## src/rtl/i2c_baud_divider_calc_macros.svh

```systemverilog
// Assertion macros for the I2C baud divider calculator.
// Included by the RTL files that assert; expects clk and rst in scope.
`ifndef I2C_BAUD_DIVIDER_CALC_MACROS_SVH
`define I2C_BAUD_DIVIDER_CALC_MACROS_SVH

// Checked while out of reset
`define I2CBD_ASSERT(lbl, prop, msg) \
  lbl: assert property (@(posedge clk) disable iff (rst) prop) else $error(msg);

// Checked at every edge, reset included
`define I2CBD_ASSERT_ALWAYS(lbl, prop, msg) \
  lbl: assert property (@(posedge clk) prop) else $error(msg);

`endif

```

## src/rtl/i2cbd_pkg.sv

```systemverilog
// Package for the I2C baud divider calculator: speed classes, limits,
// reciprocal constants and the radix-2 divide step. No dependencies.
package i2cbd_pkg;

  localparam int CORE_W = 16;
  localparam int DIV_W  = 12;  // targets that pass the range check fit here

  // Speed class limits, kHz
  localparam logic [15:0] RATE_STD_MAX  = 16'd100;
  localparam logic [15:0] RATE_FAST_MAX = 16'd400;
  localparam logic [15:0] RATE_FP_MAX   = 16'd1000;
  localparam logic [15:0] RATE_HS_MAX   = 16'd3400;

  typedef enum logic [1:0] {
    CLS_STD  = 2'd0,
    CLS_FAST = 2'd1,
    CLS_FP   = 2'd2,
    CLS_HS   = 2'd3
  } cls_t;

  // Reciprocals for the rise-time term:
  //   core / 1000     = (core * REC_STD)  >> 26
  //   3*core / 10000  = (3core * REC_FAST) >> 32
  //   3*core / 25000  = (3core * REC_FP)   >> 33
  localparam logic [18:0] REC_STD  = 19'd67109;
  localparam logic [18:0] REC_FAST = 19'd429497;
  localparam logic [18:0] REC_FP   = 19'd343598;

  // rem / 3 = (rem * REC_THIRD) >> 18, exact for 16-bit rem
  localparam logic [16:0] REC_THIRD = 17'd87382;

  localparam logic [6:0]  MIN_BASE_STD = 7'd12;
  localparam logic [6:0]  MIN_BASE_FP  = 7'd13;
  localparam logic [6:0]  MIN_HS       = 7'd5;
  localparam logic [15:0] REM_OFS_LOW  = 16'd10;
  localparam logic [15:0] REM_OFS_HS   = 16'd2;

  typedef struct packed {
    logic [DIV_W-1:0] r;
    logic [3:0]       q;
  } div4_t;

  // Four restoring divide steps; r_in must be below d
  function automatic div4_t div_step4(input logic [DIV_W-1:0] r_in,
                                      input logic [3:0]       bits,
                                      input logic [DIV_W-1:0] d);
    logic [DIV_W:0]   t;
    logic [DIV_W-1:0] r;
    div4_t            res;
    r     = r_in;
    res.q = '0;
    for (int i = 3; i >= 0; i--) begin
      t = {r, bits[i]};
      if (t >= {1'b0, d}) begin
        t        = t - {1'b0, d};
        res.q[i] = 1'b1;
      end
      r = t[DIV_W-1:0];
    end
    res.r = r;
    return res;
  endfunction

endpackage

```

## src/rtl/i2c_baud_divider_calc.sv

```systemverilog
// I2C SCL baud divider calculator, six-stage pipeline.
// Depends on i2cbd_pkg and i2c_baud_divider_calc_macros.svh.
//
//  channel | signals                                   | role
//  --------+-------------------------------------------+------------------
//  in      | in_valid, in_ready, core_clock_khz,       | one item: clock
//          | target_rate_khz                           | and target rate
//  out     | out_valid, out_ready, success,            | one item: result
//          | high_divisor, low_divisor                 | for each input
//
// One item per cycle when out_ready does not stall the pipeline.
// The 16/12-bit quotient is formed four bits a stage over stages one to four.
// Each stage has its own valid bit and advances when it is empty or the next
// stage moves, so a stall at out_ready fills bubbles before pushing back.
// Synchronous reset clears the valid bits only.
`include "i2c_baud_divider_calc_macros.svh"

module i2c_baud_divider_calc
  import i2cbd_pkg::*;
(
  input  logic        clk,
  input  logic        rst,
  input  logic        in_valid,
  output logic        in_ready,
  input  logic [15:0] core_clock_khz,
  input  logic [15:0] target_rate_khz,
  output logic        out_valid,
  input  logic        out_ready,
  output logic        success,
  output logic [7:0]  high_divisor,
  output logic [7:0]  low_divisor
);

  // Stage registers
  logic              v1, v2, v3, v4, v5;
  logic [15:0]       core1, core2, core3, core4;
  logic [DIV_W-1:0]  d1, d2, d3, d4;
  cls_t              cls1, cls2, cls3, cls4, cls5;
  logic              bad1, bad2, bad3, bad4;
  logic [36:0]       prod1;
  logic [6:0]        rise3, rise4;
  logic [6:0]        minr4;
  logic [DIV_W-1:0]  r1, r2, r3, r4;
  logic [3:0]        q1;
  logic [7:0]        q2;
  logic [11:0]       q3;
  logic [15:0]       ratio4;
  logic              ok5;
  logic [15:0]       rem5;
  logic [32:0]       prod5;

  // Per-stage advance
  logic a1, a2, a3, a4, a5, a6;
  assign a6 = !out_valid || out_ready;
  assign a5 = !v5 || a6;
  assign a4 = !v4 || a5;
  assign a3 = !v3 || a4;
  assign a2 = !v2 || a3;
  assign a1 = !v1 || a2;
  assign in_ready = a1;

  // Stage 1 input logic: class, range check, rise product, top quotient bits
  cls_t        in_cls;
  logic        in_bad;
  logic [17:0] mul_x;
  logic [18:0] mul_m;
  div4_t       div1;

  always_comb begin
    in_bad = (target_rate_khz == 16'd0) || (target_rate_khz > RATE_HS_MAX);
    if (target_rate_khz <= RATE_STD_MAX)       in_cls = CLS_STD;
    else if (target_rate_khz <= RATE_FAST_MAX) in_cls = CLS_FAST;
    else if (target_rate_khz <= RATE_FP_MAX)   in_cls = CLS_FP;
    else                                       in_cls = CLS_HS;
    mul_x = {2'b00, core_clock_khz} + {1'b0, core_clock_khz, 1'b0};
    unique case (in_cls)
      CLS_STD: begin
        mul_x = {2'b00, core_clock_khz};
        mul_m = REC_STD;
      end
      CLS_FAST: mul_m = REC_FAST;
      CLS_FP:   mul_m = REC_FP;
      default:  mul_m = '0;
    endcase
    div1 = div_step4('0, core_clock_khz[15:12], target_rate_khz[DIV_W-1:0]);
  end

  always_ff @(posedge clk) begin
    if (rst) v1 <= 1'b0;
    else if (a1) v1 <= in_valid;
    if (a1 && in_valid) begin
      core1 <= core_clock_khz;
      d1    <= target_rate_khz[DIV_W-1:0];
      cls1  <= in_cls;
      bad1  <= in_bad;
      prod1 <= {19'd0, mul_x} * {18'd0, mul_m};
      r1    <= div1.r;
      q1    <= div1.q;
    end
  end

  // Stage 2: rise term from the product, next quotient bits
  logic [6:0] rise2_c;
  div4_t      div2;

  always_comb begin
    case (cls1)
      CLS_STD:  rise2_c = prod1[32:26];
      CLS_FAST: rise2_c = {2'b00, prod1[36:32]};
      CLS_FP:   rise2_c = {4'b0000, prod1[35:33]};
      default:  rise2_c = '0;
    endcase
    div2 = div_step4(r1, core1[11:8], d1);
  end

  logic [6:0] rise2;

  always_ff @(posedge clk) begin
    if (rst) v2 <= 1'b0;
    else if (a2) v2 <= v1;
    if (a2 && v1) begin
      core2 <= core1;
      d2    <= d1;
      cls2  <= cls1;
      bad2  <= bad1;
      rise2 <= rise2_c;
      r2    <= div2.r;
      q2    <= {q1, div2.q};
    end
  end

  // Stage 3: class minimum, next quotient bits
  div4_t      div3;
  logic [6:0] minr3_c;
  logic [6:0] minr3;

  always_comb begin
    div3 = div_step4(r2, core2[7:4], d2);
    case (cls2)
      CLS_STD, CLS_FAST: minr3_c = MIN_BASE_STD + rise2;
      CLS_FP:            minr3_c = MIN_BASE_FP + rise2;
      default:           minr3_c = MIN_HS;
    endcase
  end

  always_ff @(posedge clk) begin
    if (rst) v3 <= 1'b0;
    else if (a3) v3 <= v2;
    if (a3 && v2) begin
      core3 <= core2;
      d3    <= d2;
      cls3  <= cls2;
      bad3  <= bad2;
      rise3 <= rise2;
      minr3 <= minr3_c;
      r3    <= div3.r;
      q3    <= {q2, div3.q};
    end
  end

  // Stage 4: last quotient bits give the ratio
  div4_t div4;
  assign div4 = div_step4(r3, core3[3:0], d3);

  always_ff @(posedge clk) begin
    if (rst) v4 <= 1'b0;
    else if (a4) v4 <= v3;
    if (a4 && v3) begin
      core4  <= core3;
      d4     <= d3;
      cls4   <= cls3;
      bad4   <= bad3;
      rise4  <= rise3;
      minr4  <= minr3;
      r4     <= div4.r;
      ratio4 <= {q3, div4.q};
    end
  end

  // Stage 5: ratio check, remaining count, product for the divide by three
  logic        ok5_c;
  logic [15:0] rem5_c;

  always_comb begin
    ok5_c = !bad4 && (ratio4 >= {9'd0, minr4});
    if (cls4 == CLS_HS) rem5_c = ratio4 - REM_OFS_HS;
    else                rem5_c = ratio4 - REM_OFS_LOW - {9'd0, rise4};
  end

  always_ff @(posedge clk) begin
    if (rst) v5 <= 1'b0;
    else if (a5) v5 <= v4;
    if (a5 && v4) begin
      ok5   <= ok5_c;
      cls5  <= cls4;
      rem5  <= rem5_c;
      prod5 <= {17'd0, rem5_c} * {16'd0, REC_THIRD};
    end
  end

  // Stage 6: split into high and low divisors, output register
  logic [7:0] hi_c, lo_c;

  always_comb begin
    hi_c = '0;
    lo_c = '0;
    if (ok5) begin
      if (cls5 == CLS_STD || cls5 == CLS_FAST) begin
        hi_c = rem5[8:1];
        lo_c = rem5[8:1];
      end else begin
        hi_c = prod5[25:18];
        lo_c = {prod5[24:18], 1'b0};
      end
    end
  end

  always_ff @(posedge clk) begin
    if (rst) out_valid <= 1'b0;
    else if (a6) out_valid <= v5;
    if (a6 && v5) begin
      success      <= ok5;
      high_divisor <= hi_c;
      low_divisor  <= lo_c;
    end
  end

  // Rebuilt dividend at stage 4 for the quotient check
  logic [27:0] chk_back4;
  logic [27:0] chk_core4;
  assign chk_back4 = {12'd0, ratio4} * {16'd0, d4} + {16'd0, r4};
  assign chk_core4 = {12'd0, core4};

  // Assertions
  `I2CBD_ASSERT(a_fail_zero,
    out_valid && !success |-> high_divisor == 8'd0 && low_divisor == 8'd0,
    "failed item carries nonzero divisors")
  `I2CBD_ASSERT(a_div_exact,
    v4 && !bad4 |-> (r4 < d4) && (chk_back4 == chk_core4),
    "pipelined quotient does not match dividend")
  `I2CBD_ASSERT(a_accept_enters,
    in_valid && in_ready |=> v1,
    "accepted item did not enter stage one")
  `I2CBD_ASSERT_ALWAYS(a_reset_empty,
    $past(rst) |-> !v1 && !out_valid,
    "pipeline not empty after reset")

endmodule

```

## config.mk

```make
export PLATFORM = sky130hd
export DESIGN_NAME = i2c_baud_divider_calc
export DESIGN_NICKNAME = d
export VERILOG_FILES = /design/src/rtl/i2cbd_pkg.sv /design/src/rtl/i2c_baud_divider_calc.sv
export VERILOG_INCLUDE_DIRS = /design/src /design/src/rtl
export SDC_FILE = /design/constraint.sdc
export NUM_CORES = 2
export LEC_CHECK = 0
export BUFFER_PORTS_ARGS = -buffer_cell sky130_fd_sc_hd__buf_4
export CAP_MARGIN = 20
export CORE_MARGIN = 4
export CORE_UTILIZATION = 60
export CTS_CLUSTER_SIZE = 20
export DETAILED_ROUTE_END_ITERATION = 8
export GPL_ROUTABILITY_DRIVEN = 0
export GPL_TIMING_DRIVEN = 0
export PLACE_DENSITY = 0.82
export SKIP_CTS_REPAIR_TIMING = 1
export SLEW_MARGIN = 20
export SYNTH_ARGS = -nofsm -noshare
export SYNTH_HDL_FRONTEND = slang
export SYNTH_SLANG_ARGS = --single-unit
```

## constraint.sdc

```tcl
create_clock -name clk -period 9.45 [get_ports clk]
set_input_delay 1.4175 -clock clk [delete_from_list [all_inputs] [get_ports clk]]
set_output_delay 1.4175 -clock clk [all_outputs]
set_load 0.02 [all_outputs]
```

==> results.md <==
* Run status: complete, but fails checks
* Failing checks: setup timing
* Slowest Stage Delay on Critical Path at 0.57 ns
* Io pins at 55
* Dominant cells by area after synthesis: edfxtp_1, fa_1, ha_1
* Cell count after placement at 3916
* Syn-to-layout area delta at 16.0%
* Top cell by count, worst path: fa_1
* Fin cells at between 4000 and 5000
* Post-Syn Nets at roughly 4000
* Top post-synthesis cells by count: inv_1, ha_1, fa_1
* Worst-margin pin slew at 1.19 ns
* Clock transition at path regs at roughly 0.060 ns
* Count of final setup violators at 13
* Routed WL at roughly 82000 um
* Row count at between 80 and 90
* CTS buffer count at 25
* Gr usage total at 0.259
* CP arrival at about 10 ns
* DRT iter0 DRCs at around 1700
* Largest net degree at the start of global routing at 27
* GRT overflow at 0
* First-pass GRT wire length at approximately 120000 um
* Worst Path Buf+Inv at 7
* Die Ht at 237 um
* Worst Hold Launch: minr3[5]$_DFFE_PP_
* Initial Util at 0.609
* Clk buf depth at 3
* FFs w/ async S/R, synth at 0
* Post-synthesis average cell area at 9.88 sq um
* Filler cell count at roughly 3400
* Worst Skew at ~0.011 ns
* Slew Limit Fails at 0
* CP required at between 9 and 10 ns
* Final Net Count at around 4200
* Fin crit period at between 9 and 10 ns
* Worst flop-to-flop path startpoint: d1[1]$_DFFE_PP_
* Crit-path slowest cell: fa_1
* Dpl cell area at 0.0330 sq mm
* Vias per cell at approximately 6.0
* Vias in the first global route at 23776
* # diodes at 0
* CTS sink count at 235
* Die Area at 0.0560 sq mm
* Share of cells above drive strength 1 at 0.187
* Setup CP Type: input port to register
* Yosys reg bits at approximately 240
* Routed len/inst at approximately 20 um
* Worst skew pair latency at 0.54 ns
* FF-to-FF End: r2[8]$_DFFE_PP_
* Vias at 24444
* Reg2Reg Depth at 46
* Design area at about 0.036 sq mm
* Initial antenna violation count at 0
* Root Driver: clkbuf_16
* TritonRoute pass-1 iters at 6
* Setup TNS at -0.778 ns
* Setup Slack @ Placement at -2.07 ns
* Final ANT Viol Nets at 0
* Slew margin rel. at 0.196
* Crit Path Max Fanout at 8
* Post-Syn Instances at approximately 3200
* Fmax at 0.103 GHz
* Top-count cell post-synth: inv_1
* EDFF count, synth at around 230
* Post-synth top area share at 0.219
* Max H-tree Level at 1
* WHS Endpoint: minr4[5]$_DFFE_PP_
* Worst Slack Setup Final at -0.241 ns
* Crit path max-delay family: adder cells
* CP Launch Type: input port
* Max-cap viol count at 0
* Yosys Warn Count at 0
* Core area at about 0.05 sq mm
* RSZ-0062 raised after global routing: yes
* Reg-to-reg setup timing slack at -0.05 ns
* Post-synthesis cell type count at just under 80
* HPWL Detailed at 60700 um
* Post-synthesis sequential area ratio at 0.223
* DRC Markers at 0
* Area leader, netlist: edfxtp_1
* Hold depth at 0
* Final hold vios at 0
* Top FF cell, synth: edfxtp_1
* Hold crit path type: register to register
* CTS tree: done
* Die Wd at between 200 and 250 um
* Final period utilization at 1.03
* Post-synthesis cell area at approximately 0.031 sq mm
* IO Port Bufs at 54
* CP endpoint kind: register
==> worst max path at each step <==
stage	from	end	slack [ns]	cells past startpoint
after floorplan	core_clock_khz[0]	prod1[36]$_DFFE_PP_	-0.02	36
after global routing	core_clock_khz[0]	prod1[36]$_DFFE_PP_	-0.40	38
after global placement	d1[1]$_DFFE_PP_	r2[7]$_DFFE_PP_	-1.80	46
final	core_clock_khz[0]	prod1[36]$_DFFE_PP_	-0.24	38
after detailed placement	d2[1]$_DFFE_PP_	r3[9]$_DFFE_PP_	-2.07	45
after CTS	d2[1]$_DFFE_PP_	r3[9]$_DFFE_PP_	-2.26	45
==> per-stage QoR <==
stage	util	hold WS (ns)
after global routing	0.707	0.421
after global placement	0.636	0.400
after detailed placement	0.641	0.405
after CTS	0.656	0.416
after floorplan	-	0.400
final	0.707	0.419
==> flip-flops by register name, indices dropped and copies added, names as in the netlist, 11 cells and up <==
name    cells
r2         12
d2         12
d3         12
q3         12
ratio4     16
d1         12
r1         12
prod1      11
r3         12
core1      12
==> cells in the final DEF, fill, tap and decap left out, drive strengths merged, types with 54 or more instances in the layout <==
cell	count
a21oi	172
nand2	161
buf	221
nor2	155
mux2	91
o21ai	108
inv	641
a21o	59
ha	465
nor2b	54
xnor2	103
fa	326
edfxtp	229
and2	64
xor2	55
==> final cells by class <==
| cell class | instances | area [sq um] | area share |
|---|---|---|---|
| Multi-Input combinational cell | 2258 | 23200 | 0.638 |
| Clock buffer | 29 | 641 | 0.0176 |
| Timing Repair Buffer | 200 | 1720 | 0.0474 |
| Tap cell | 680 | 851 | 0.0234 |
| Inverter | 641 | 2430 | 0.0668 |
| Clock inverter | 14 | 140 | 0.00385 |
| Buffer | 41 | 409 | 0.0112 |
| Sequential cell | 235 | 7000 | 0.192 |
==> metal layers <==
metal | GRT usage | vias to the layer above | routed length (um) | share of wire
met5 | 0 | - | 0 | 0
met4 | 0.100 | 0 | 5010 | 0.061
met3 | 0.0318 | 374 | 5410 | 0.066
met2 | 0.450 | 1111 | 40400 | 0.49
met1 | 0.332 | 11800 | 30800 | 0.38
li1 | - | 11159 | - | -
==> cell families after synthesis <==
group           after synthesis  share of synthesized area
fa+ha+maj                   791                      0.394
xor+xnor                    159                     0.0448
mux                         121                     0.0433
buf+inv                     682                     0.0825
compound gates              531                      0.108
simple gates                655                      0.104
flops                       235                      0.223
Power is not shown: default switching activity piles up to over one toggle a cycle in this logic, so the estimate is an artifact.
